[config.mk]
export PLATFORM = sky130hd
export DESIGN_NAME = tps_ram
export DESIGN_NICKNAME = d
export VERILOG_FILES = /design/src/hdl/tps_ram.sv
export SDC_FILE = /design/constraint.sdc
export NUM_CORES = 1
export LEC_CHECK = 0
export ABC_AREA = 0
export BUFFER_PORTS_ARGS = -buffer_cell sky130_fd_sc_hd__clkbuf_2
export CORE_MARGIN = 5
export CORE_UTILIZATION = 54
export CTS_CLUSTER_DIAMETER = 40
export CTS_CLUSTER_SIZE = 14
export DETAILED_ROUTE_END_ITERATION = 8
export GPL_ROUTABILITY_DRIVEN = 0
export PLACE_DENSITY = 0.8
export RECOVER_POWER = 100
export SYNTH_ARGS = -nofsm -noshare
export SYNTH_HDL_FRONTEND = slang
export SYNTH_SLANG_ARGS = --single-unit
[constraint.sdc]
create_clock -name clock -period 1.5 [get_ports clock]
set_input_delay 0 -clock clock [delete_from_list [all_inputs] [get_ports clock]]
set_output_delay 0 -clock clock [all_outputs]
set_load 0.01 [all_outputs]
[src/hdl/tps_ram.sv]
// Generic single-port synchronous RAM with registered read.
// No dependencies.
`timescale 1ns / 1ps
module tps_ram #(
   parameter int WIDTH = 8,
   parameter int DEPTH = 16
) (
   input  logic                     clock,
   input  logic                     wr_en,
   input  logic [$clog2(DEPTH)-1:0] addr,
   input  logic [WIDTH-1:0]         wr_data,
   output logic [WIDTH-1:0]         rd_data
);
   logic [WIDTH-1:0] mem [DEPTH];

   always_ff @(posedge clock) begin
      if (wr_en) begin
         mem[addr] <= wr_data;
      end
      rd_data <= mem[addr];
   end
endmodule

======== Word-level counts from Yosys, hierarchy flattened ========
Memory sizes are Yosys's and may differ from the RTL's. A register that Yosys moved wholly into a read port is not among the register bits.
Index checks and enable logic that the tools add are counted.
operators by class
  multiplexer cells ....................... 2
operators by type and width
  kind              count
  1-bit 2-to-1 mux  2
storage, ports and cells
  memory bits (writable) .................. 128
  memories kept ........................... 1
  register bits after elaboration ......... 0
  output and inout port bits .............. 8
  word-level logic and storage cells ...... 3
  input port bits ......................... 14
memory list
  memory  depth  bits a word  rd ports  clocked after memory_dff  wr ports  line  text
  mem     16     8            1         1                         1         14    logic [WIDTH-1:0] mem [DEPTH];

======== Longest topological paths before layout ========
  depth in word-level cells ............... 2
  mapped depth ............................ 5
  mapped depth without buffers ............ 3

======== Worst setup path after synthesis ========
Ideal clock, no wire load.
  kind .................................... input-to-reg
  start ................................... in addr[2]
  end ..................................... mem mem[0][0], enable pin
  buffers on the path ..................... 0
  cell stages on the path ................. 2
  required time ........................... 1.117 ns
  path slack .............................. 0.007 ns
  setup time .............................. 0.383 ns
  arrival time ............................ 1.110 ns
  cell sequence ........................... or3b_2 -> nor3_1
RTL lines
  item                line  text
  start: declaration  10    input logic [$clog2(DEPTH)-1:0] addr,
  end: declaration    14
No word-level cell before the write port.

==> insert_results.sql <==
INSERT INTO impl_metrics (metric_group, metric, value, unit) VALUES
('final_layout', 'ff_latch_area', '0.004004', 'mm2'),
('timing', 'setup_repair_after_global_routing_missed_its_margin', 'false', ''),
('grt', 'antenna_found_initial', '0', ''),
('yosys', 'ys_seq_elements', '136', ''),
('place', 'io_buffers', '21', ''),
('clocking', 'cts.htree.levels', '4', ''),
('floorplan', 'floorplan.io_pins', '22', ''),
('timing', 'timing.final.crit_share', '90.93', '%'),
('pwr', 'pwr_density_cell', '1448', 'mW/mm2'),
('final_layout', 'layout.cell_area.non_filler', '0.006076', 'mm2'),
('pwr', 'share_seq_of_total_power', '48.7', '%'),
('setup_path', 'setup.worst_path.start_class', 'register', ''),
('timing', 'slew_viol_final', '0', ''),
('grt', 'groute.usage.overall', '19.98', '%'),
('yosys', 'syn-mean-instance-area', '22.03', 'um2'),
('timing', 'setup_total_negative_slack', '0', 'ns'),
('yosys', 'synth_cell_types', '18', ''),
('floorplan', 'initial_utilization', '55.10', '%'),
('clocking', 'cts.repair.resized', '0', ''),
('timing', 'timing.slew.headroom', '47.82', '%'),
('floorplan', 'floorplan.core_area', '0.009196', 'mm2'),
('place', 'placement.cell_area', '0.005517', 'mm2'),
('timing', 'holdWs', '0.05042', 'ns'),
('floorplan', 'core.rowCount', '35', ''),
('clocking', 'tritoncts', 'done', ''),
('setup_path', 'critical_path_peak_fanout', '1', ''),
('setup_path', 'crit_path_top_delay_cell', 'sky130_fd_sc_hd__mux4_2', ''),
('drt', 'detail_route.vias_per_cell', '6.000', ''),
('pwr', 'net-switching-power', '1826', 'uW'),
('floorplan', 'chipWidth', '106.9', 'um'),
('setup_path', 'worst_ep_arrival_time', '1.77', 'ns'),
('clocking', 'clk_latency', '0.52', 'ns'),
('yosys', 'synthesis.instances', '230', ''),
('final_layout', 'final_util', '66.07', '%'),
('clocking', 'cts_num_sinks', '136', ''),
('timing', 'finalSetupViolations', '0', ''),
('clocking', 'ctsLongestPathBuffers', '2', ''),
('grt', 'grt_overflow', '0', ''),
('min_path', 'holdCritPathClass', 'in2reg', ''),
('yosys', 'yosysWarnings', '0', ''),
('min_path', 'whs_path_depth', '3', ''),
('drt', 'aggregate_routed_wire_length', '10.42', 'mm'),
('setup_path', 'worst_r2r_path_depth', '3', ''),
('status', 'result_of_the_run', 'complete, no violations', ''),
('setup_path', 'worst_path_largest_cell_delay', '0.49', 'ns'),
('floorplan', 'die-area', '0.01142', 'mm2'),
('setup_path', 'setup.worst_path.class', 'reg2reg', ''),
('final_layout', 'drive_above_1_share', '23.72', '%'),
('place', 'detailedPlacementHpwl', '6.383', 'mm'),
('final_layout', 'nNetsFinal', '313', ''),
('timing', 'timing.fmax', '0.7331', 'GHz'),
('drt', 'drtAntennaViolNets', '0', ''),
('clocking', 'cts_root_buf', 'sky130_fd_sc_hd__clkbuf_8', ''),
('drt', 'via_count', '2538', ''),
('drt', 'detail_route.drc_violations', '0', ''),
('pwr', 'irDropWorstVdd', '0.0006180', 'V'),
('timing', 'clock_skew', '0.007926', 'ns'),
('pwr', 'comb_power_share', '4.8', '%'),
('final_layout', 'most_common_library_cell_in_the_layout_ignoring_fill_and_taps', 'sky130_fd_sc_hd__edfxtp_1', ''),
('grt', 'grt_pass1_vias', '2759', ''),
('timing', 'fin_hold_viols', '0', ''),
('yosys', 'synthesis.area', '0.005067', 'mm2'),
('drt', 'detailedRoute.firstIterationViolations', '271', ''),
('grt', 'grt_pass1_wl', '15.97', 'mm'),
('pwr', 'total_leakage_power', '0.001960', 'uW'),
('clocking', 'cts-buffers-inserted', '17', ''),
('drt', 'wl_per_cell', '24.64', 'um'),
('timing', 'actual_transition_at_the_worst_max_transition_pin', '0.7810', 'ns'),
('pwr', 'intPower', '6972', 'uW'),
('final_layout', 'fill_cells', '612', ''),
('clocking', 'cts.clk_slew.worst_paths', '0.06', 'ns');
[timing repair]
action	4_1_cts	5_1_grt
hold buffers	8	0
buffers inserted	0	0
endpoints found under the hold margin	128	0
[flip-flops by register name, indices dropped and copies added, names as in the netlist]
register  count
rd_data       8
mem         128
[cells in the mapped netlist]
cell type                  number  area [um2]
sky130_fd_sc_hd__nand2_1        9       33.78
sky130_fd_sc_hd__clkbuf_1       2       7.510
sky130_fd_sc_hd__nand2b_1       2       12.51
sky130_fd_sc_hd__or3b_2         1       8.760
sky130_fd_sc_hd__nand3_1        1       5.000
sky130_fd_sc_hd__buf_2          2       10.01
sky130_fd_sc_hd__buf_6          2       22.52
sky130_fd_sc_hd__nor2b_1        2       12.51
sky130_fd_sc_hd__a22oi_1       16       120.1
sky130_fd_sc_hd__mux4_2        32       720.7
sky130_fd_sc_hd__and2_1         1       6.260
sky130_fd_sc_hd__edfxtp_1     128        3844
sky130_fd_sc_hd__buf_1          4       15.01
sky130_fd_sc_hd__clkbuf_2       1       5.000
sky130_fd_sc_hd__nor3_1         4       20.02
sky130_fd_sc_hd__dfxtp_1        8       160.2
sky130_fd_sc_hd__nand3b_1       2       15.01
sky130_fd_sc_hd__nor2_1        13       48.80
[metrics by stage]
stage | worst slack, ns | total power, uW
floorplan | 0.006992 | 4577
global placement | 0.04376 | 4760
detailed placement | 0.02600 | 4777
CTS | 0.1491 | 8869
global route | 0.06937 | 9092
finish | 0.1360 | 8798
[routing by layer]
layer / global-route usage (%) / share of wire, %
met5: 0 / 0
met4: 8.858 / 2.2
met3: 5.479 / 6.5
met1: 24.27 / 38
met2: 33.63 / 54
[worst max-delay path: cells and delay by family, from the launching register on]
family	cells	cell delay [ns]
AOI/OAI and AO/OA	1	0.29
muxes	1	0.49
DFF	1	0.39
and+or+nand+nor	1	0.08
[final cells by class]
cell class              instances  share of cell area, %
clock buffers                  18                  6.878
clock inverters                14                  2.821
multi-input cells              83                  16.52
flip-flops and latches        136                  65.90
well taps                     111                  2.286
repair buffers                 61                  5.601
[path summary, 6_finish.rpt]
kind | startpoint | to | slack [ns]
worst max-delay path | mem[3][2] | rd_data[2] | 0.14
worst min-delay path | wr_en | mem[9][6] | 0.05
worst max register to register | mem[3][2] | rd_data[2] | 0.14
worst min register to register | mem[14][5] | rd_data[5] | 0.68
[power groups by stage]
stage | clock network, uW | logic (uW) | registers [uW]
6_report | 4100 | 421 | 4280
4_1_cts | 4140 | 446 | 4280
5_1_grt | 4350 | 457 | 4290
3_3_place_gp | 0 | 407 | 4350
3_5_place_dp | 0 | 418 | 4360
2_1_floorplan | 0 | 219 | 4360
[cell families (layout without fill, tap and decap cells)]
kind of cell / Yosys count / in the layout / share of synthesized area, %
DFF: 136 / 136 / 79.01
and+or+nand+nor: 35 / 35 / 3.210
muxes: 32 / 32 / 14.22
AOI/OAI and AO/OA: 16 / 16 / 2.370
buffers and inverters: 11 / 93 / 1.185
No activity file was read; power rests on OpenSTA's default activity.
