**src/hdl/tps_pkg.sv**
```systemverilog
// Package for the triangle pixel shader: screen defaults, op codes, state types.
// No dependencies.
`timescale 1ns / 1ps
package tps_pkg;
   localparam int SCREEN_WIDTH_DEF  = 320;
   localparam int SCREEN_HEIGHT_DEF = 240;
   localparam logic [31:0] DEPTH_FLOOR = 32'h8000_0000;

   localparam logic [1:0] OP_LOAD  = 2'd0;
   localparam logic [1:0] OP_SHADE = 2'd1;
   localparam logic [1:0] OP_READ  = 2'd2;

   typedef enum logic [3:0] {
      ST_CLEAR, ST_IDLE, ST_AREA, ST_EDGE, ST_DIV, ST_DEPTH, ST_SCALE, ST_COLOUR,
      ST_ROUND, ST_TEST, ST_DONE
   } state_type;

   typedef struct packed {
      logic start;
      logic [47:0] dividend;
      logic [31:0] divisor;
   } div_req_type;
endpackage

```
**src/hdl/tps_div.sv**
```systemverilog
// Restoring divider, one quotient bit per cycle: 48-bit dividend over 32-bit divisor.
// Depends on tps_pkg.
`timescale 1ns / 1ps
module tps_div (
   input  logic                 clock,
   input  logic                 reset,
   input  tps_pkg::div_req_type req,
   output logic                 done,
   output logic [47:0]          quotient
);
   import tps_pkg::*;
   logic [47:0] q_ff, q_in;
   logic [32:0] rem_ff, rem_in;
   logic [31:0] den_ff, den_in;
   logic [5:0]  cnt_ff, cnt_in;
   logic        busy_ff, busy_in;
   logic        done_ff, done_in;
   logic [32:0] trial;

   always_comb begin
      q_in = q_ff;
      rem_in = rem_ff;
      den_in = den_ff;
      cnt_in = cnt_ff;
      busy_in = busy_ff;
      trial = '0;
      done_in = busy_ff && (cnt_ff == 6'd1);
      if (req.start) begin
         q_in = req.dividend;
         rem_in = '0;
         den_in = req.divisor;
         cnt_in = 6'd48;
         busy_in = 1'b1;
      end else if (busy_ff) begin
         trial = {rem_ff[31:0], q_ff[47]};
         if (trial >= {1'b0, den_ff}) begin
            rem_in = trial - {1'b0, den_ff};
            q_in = {q_ff[46:0], 1'b1};
         end else begin
            rem_in = trial;
            q_in = {q_ff[46:0], 1'b0};
         end
         cnt_in = cnt_ff - 6'd1;
         if (cnt_ff == 6'd1) begin
            busy_in = 1'b0;
         end
      end
   end

   assign quotient = q_ff;
   assign done = done_ff;

   always_ff @(posedge clock) begin
      if (reset) begin
         busy_ff <= 1'b0;
         cnt_ff <= '0;
         done_ff <= 1'b0;
      end else begin
         busy_ff <= busy_in;
         cnt_ff <= cnt_in;
         done_ff <= done_in;
      end
      q_ff <= q_in;
      rem_ff <= rem_in;
      den_ff <= den_in;
   end
endmodule

```
**config.mk**
```make
export PLATFORM = sky130hd
export DESIGN_NAME = tps_div
export DESIGN_NICKNAME = d
export VERILOG_FILES = /design/src/hdl/tps_pkg.sv /design/src/hdl/tps_div.sv
export SDC_FILE = /design/constraint.sdc
export NUM_CORES = 1
export LEC_CHECK = 0
export BUFFER_PORTS_ARGS = -buffer_cell sky130_fd_sc_hd__buf_2
export CORE_MARGIN = 8
export CORE_UTILIZATION = 52
export DETAILED_ROUTE_END_ITERATION = 8
export GPL_TIMING_DRIVEN = 0
export MAX_ROUTING_LAYER = met4
export PLACE_DENSITY = 0.76
export SETUP_SLACK_MARGIN = 0.5
export SLEW_MARGIN = 10
export SYNTH_ARGS = -nofsm -noshare
export SYNTH_HDL_FRONTEND = slang
export SYNTH_SLANG_ARGS = --single-unit
```
**constraint.sdc**
```tcl
create_clock -name clock -period 3.4 [get_ports clock]
set_input_delay 0.17 -clock clock [delete_from_list [all_inputs] [get_ports clock]]
set_output_delay 0.17 -clock clock [all_outputs]
set_load 0.1 [all_outputs]
```
**Word-level counts from Yosys, hierarchy flattened**

Cells that the tools add are included.

- $add $sub $neg: 2
- Order comparisons: 1
- Equal/unequal tests: 1
- Multiplexer cells: 9
- Reduce and logical (&&, ||, !) cells: 3

Operators by type and width:

| kind | count |
|---|---|
| two-way mux 48 bit | 2 |
| greater-or-equal comparator 33 x 32 -> 1 bit | 1 |
| two-way mux 32 bit | 1 |
| subtractor 32 bit | 1 |
| two-way mux 6 bit | 2 |
| == test 6 x 1 -> 1 bit, second input constant | 1 |
| subtractor 6 x 1 -> 6 bit, second input constant | 1 |
| two-way mux 1 bit | 4 |
| nonzero test 2 bit | 1 |
| OR reduction 2 bit | 1 |
| logical AND 1 bit | 1 |

- Flip-flop bits (word level): 120
- Input port bits: 83
- Output and inout bits: 49
- Word-level logic and storage cells: 23

**Logic depth before layout (Yosys ltp)**

- Depth after elaboration: 4
- Depth in mapped cells: 13

**Worst setup path after synthesis**

Ideal clock, no wire load.

- Path kind: register to register
- From: register q_ff[47] (netlist: quotient[47])
- To: register rem_ff[28]
- Library setup time: 0.119 ns
- Arrival: 3.219 ns
- Path slack: 0.062 ns
- Stages on the path, launching flop included: 12
- Period minus slack after synthesis: 3.338 ns
- Path through: edfxtp_1 -> inv_1 -> ha_1 -> fa_1 -> nand2b_1 -> a211oi_1 -> o211ai_1 -> a2111oi_0 -> nor3_1 -> o21ai_0 -> xnor2_1 -> o21ai_1

- Word-level cells in the longest chain between the ends: 2

Ends and longest elaborated chain:

| item | line | RTL |
|---|---|---|
| start: declaration | tps_div.sv:12 | `logic [47:0] q_ff, q_in;` |
| start signal: assignment | tps_div.sv:63 | `q_ff <= q_in;` |
| subtractor 32 bit / greater-or-equal comparator 33 x 32 -> 1 bit (equally long branches) | tps_div.sv:37, tps_div.sv:36 |  |
| two-way mux 32 bit (*) | tps_div.sv:36 | `if (trial >= {1'b0, den_ff}) begin` |
| end signal: assignment | tps_div.sv:64 | `rem_ff <= rem_in;` |
| end: declaration | tps_div.sv:13 | `logic [32:0] rem_ff, rem_in;` |

Mark *: on every way between the ends. The rest lies on a longest branch, timed or not.
A chain may end at the register's enable or synchronous reset.

**Worst setup path in the final report**

- From: register den_ff[0]
- To: register rem_ff[20]

- Word-level cells in the longest chain between the ends: 2

Ends and longest elaborated chain:

| item | line | RTL |
|---|---|---|
| start: declaration | tps_div.sv:14 | `logic [31:0] den_ff, den_in;` |
| start signal: assignment | tps_div.sv:65 | `den_ff <= den_in;` |
| subtractor 32 bit / greater-or-equal comparator 33 x 32 -> 1 bit (equally long branches) | tps_div.sv:37, tps_div.sv:36 |  |
| two-way mux 32 bit (*) | tps_div.sv:36 |  |

Marks and branches as above.

==> impl_metrics.py <==
metrics = {
    "setup_path": {
        "critPathSlowestCell": "a2111oi_2",
        "endpoint_kind": "flip-flop",
        "crit_chain": "ha_4 > fa_2 > nand2b_4 > a211oi_4 > o211ai_1 > a2111oi_2 > nor3_1 > xnor2_1 > mux2i_1 > a211oi_1",
        "slowest_delay_ns": 0.44,
        "critPathArrivalTime_ns": 3.14,
        "critPathMaxFanout": 4,
        "cp.required_ns": 3.73,
        "critPathKind": "flip-flop to flip-flop",
        "cp-start-kind": "flip-flop",
    },
    "yosys": {
        "synth_cell_types": 67,
        "synth-edff-count": 80,
        "syn_nets": 744,
        "syn_area_mm2": 0.00677,
        "yosys_warnings": 0,
        "yosysTopAreaCell": "edfxtp_1",
        "netlist_top_cells_area": "edfxtp_1, dfxtp_1, mux2_2, ha_1, mux2i_1",
        "synth_top_area_share_pct": 35.5,
        "seq_area_frac_synth_pct": 47.3,
        "synth_flop_cell": "edfxtp_1",
        "async_reset_ff_share_pct": 0,
        "synth_seq_cells": 120,
        "synthCells": 626,
        "synth_area_per_cell_um2": 10.8,
    },
    "run_status": {
        "status": "completed",
    },
    "sta": {
        "slew_headroom_pct": 47.9,
        "finalHoldViolations": 0,
        "fin_crit_sh_pct": 82.6,
        "max_freq_mhz": 356,
        "fin_ws_ns": 0.592,
        "rsz0062_at_grt": "no",
        "drv_slew": 0,
        "tightest_slew_ns": 0.778,
        "skew_ns": 0.0105,
        "setup_violations": 0,
        "period_needed_ns": 2.81,
    },
    "clock_network": {
        "cts_num_sinks": 120,
        "clockBufferDepth": 2,
        "cts_root_buffer": "clkbuf_16",
        "cts_tree": "built",
        "cts_buffers": 17,
        "cts_max_level": 4,
        "clkLatencyLatePin_ns": 0.42,
        "path_clk_slew_ns": 0.06,
    },
    "global_route": {
        "grtUsageTotal_pct": 22.1,
        "grt_max_degree": 44,
        "grt_pass1_vias": 5834,
        "grt_pass1_wl_mm": 28.4,
        "grt_overflow": 0,
        "antenna_found_initial": 0,
    },
    "die": {
        "die_area_mm2": 0.0169,
        "io_pins": 132,
        "start_util_pct": 53.4,
        "die_width_um": 130,
        "fp.dieH_um": 130,
        "rows": 41,
        "core-area_mm2": 0.0127,
    },
    "cells_and_area": {
        "nNetsFinal": 929,
        "area_growth_pct": 28.2,
        "diodes": 0,
        "fin_cells": 996,
        "final_core_util_pct": 68.5,
        "finalInstanceArea_mm2": 0.00868,
        "drive_gt1_share_pct": 32.6,
    },
    "routing": {
        "totalWireLength_mm": 17.7,
        "avgViaCountPerCell": 5.60,
        "num_vias": 5578,
        "antenna_left": 0,
        "drtIter0Drc": 413,
        "first_pass_iters": 5,
        "drc_errors": 0,
        "detail_route.wl_per_cell_um": 17.7,
    },
    "place": {
        "gp_congestion": 0.930,
        "io_buffers": 130,
        "dp_hpwl_mm": 12.7,
        "place_ws_ns": 0.440,
        "placed_area_mm2": 0.00770,
        "dp_cells": 929,
    },
    "min_path": {
        "min_path_type": "primary input to flip-flop",
    },
    "job": {
        "cap_viol_max_count": 0,
    },
    "pwr": {
        "p_leak_nw": 3.65,
        "powerDensity_mw_per_mm2": 569,
        "peakVddDrop_mv": 0.509,
    },
}
-- per-stage QoR --
step           TNS [ns]  hold slack (ns)  power, mW
3_3_place_gp     -19.09            0.346       3.16
4_1_cts               0           0.0355       4.92
3_5_place_dp          0            0.348       3.19
6_report              0           0.0497       4.94
5_1_grt               0           0.0314       5.13
2_1_floorplan         0            0.269       2.90
-- registers in the layout, indices dropped and copies added, names as in the netlist --
name,count
done,1
den_ff,32
cnt_ff,6
busy_ff,1
rem_ff,32
quotient,48
-- report_power, final --
group	switching (mW)	internal, mW	total, mW
logic	0.984	0.468	1.45
registers	0.0781	1.71	1.79
clock network	0.690	1.00	1.70
-- cell type report --
| type | count | area (um^2) |
|---|---|---|
| inverters | 47 | 176 |
| clock buffers | 18 | 429 |
| repair buffers | 166 | 1010 |
| plain buffers | 33 | 204 |
| fillers | 967 | 3990 |
| clock inverters | 14 | 126 |
| flip-flops and latches | 120 | 3200 |
| well taps | 172 | 215 |
| multi-input cells | 426 | 3310 |
-- cells by family after synthesis --
logic type | Yosys count | synth area share, %
AO/OA/AOI/OAI | 144 | 15.2
AND/OR/NAND/NOR | 143 | 9.57
flip-flops | 120 | 47.3
buffers and inverters | 80 | 5.47
multiplexers | 74 | 12.0
adder cells (fa/ha/maj) | 35 | 6.58
XOR/XNOR | 30 | 3.88
-- synthesized netlist by cell type, types with 4 or more instances --
cell,instances
a211oi_1,20
a211oi_2,4
a21o_1,13
a21oi_1,25
a31oi_1,5
buf_4,4
clkbuf_1,18
dfxtp_1,40
edfxtp_1,80
ha_1,34
inv_1,46
mux2_2,49
mux2i_1,23
nand2_1,43
nand3_1,13
nand4_1,9
nor2_1,50
nor3_1,10
o211ai_1,5
o21a_1,4
o21ai_0,27
xnor2_1,21
xor2_1,9
-- worst max-delay path: cells and delay by family (launching register included) --
family | cells | cell delay, ns
XOR/XNOR | 1 | 0.18
AO/OA/AOI/OAI | 4 | 1.13
AND/OR/NAND/NOR | 2 | 0.36
multiplexers | 1 | 0.09
adder cells (fa/ha/maj) | 2 | 0.54
flip-flops | 1 | 0.42
-- repair_timing --
item	in CTS	in global routing
hold buffers	32	0
setup buffers	0	3
resized for setup	1	26
setup endpoints to repair	2	31
endpoints found under the hold margin	32	0
pin swaps	0	5
-- path summary, 6_finish.rpt --
kind,from,endpoint,slack [ns],cells past startpoint
worst max-delay path,den_ff[0]$_DFFE_PP_,rem_ff[20]$_SDFFE_PP0P_,0.59,10
worst max register to register,den_ff[0]$_DFFE_PP_,rem_ff[20]$_SDFFE_PP0P_,0.59,10
worst min register to register,rem_ff[1]$_SDFFE_PP0P_,rem_ff[1]$_SDFFE_PP0P_,0.48,2
worst min-delay path,req[58],quotient[26]$_DFFE_PP_,0.05,2
-- placed cells by master (no fill, tap or decap), types with 4 or more instances in the layout --
cell type and instances:
mux2i_1 23, o21ai_1 5, clkbuf_2 4, a21oi_1 21
clkbuf_1 16, clkinv_4 4, xnor2_1 21, a31oi_1 4
nand4_1 9, o21a_1 4, o211ai_1 5, mux2_2 49
a21o_1 13, dfxtp_1 40, nor2_1 50, ha_1 32
clkinvlp_4 4, dlygate4sd3_1 32, xor2_1 9, nand2_1 42
inv_1 43, a211oi_2 6, clkbuf_16 17, nand3_1 12
a21oi_2 5, buf_4 8, nor3_1 9, edfxtp_1 80
a211oi_1 17, buf_2 132, o21ai_0 24
-- per-layer routing --
layer | vias up | part of all wire (%) | GRT usage (%)
met1 | 2680 | 44 | 26.2
met4 | 0 | 1.6 | 7.86
li1 | 2669 | - | -
met5 | - | 0 | -
met3 | 26 | 6.5 | 6.53
met2 | 203 | 48 | 35.3
Power figures use the tool's default switching activity.
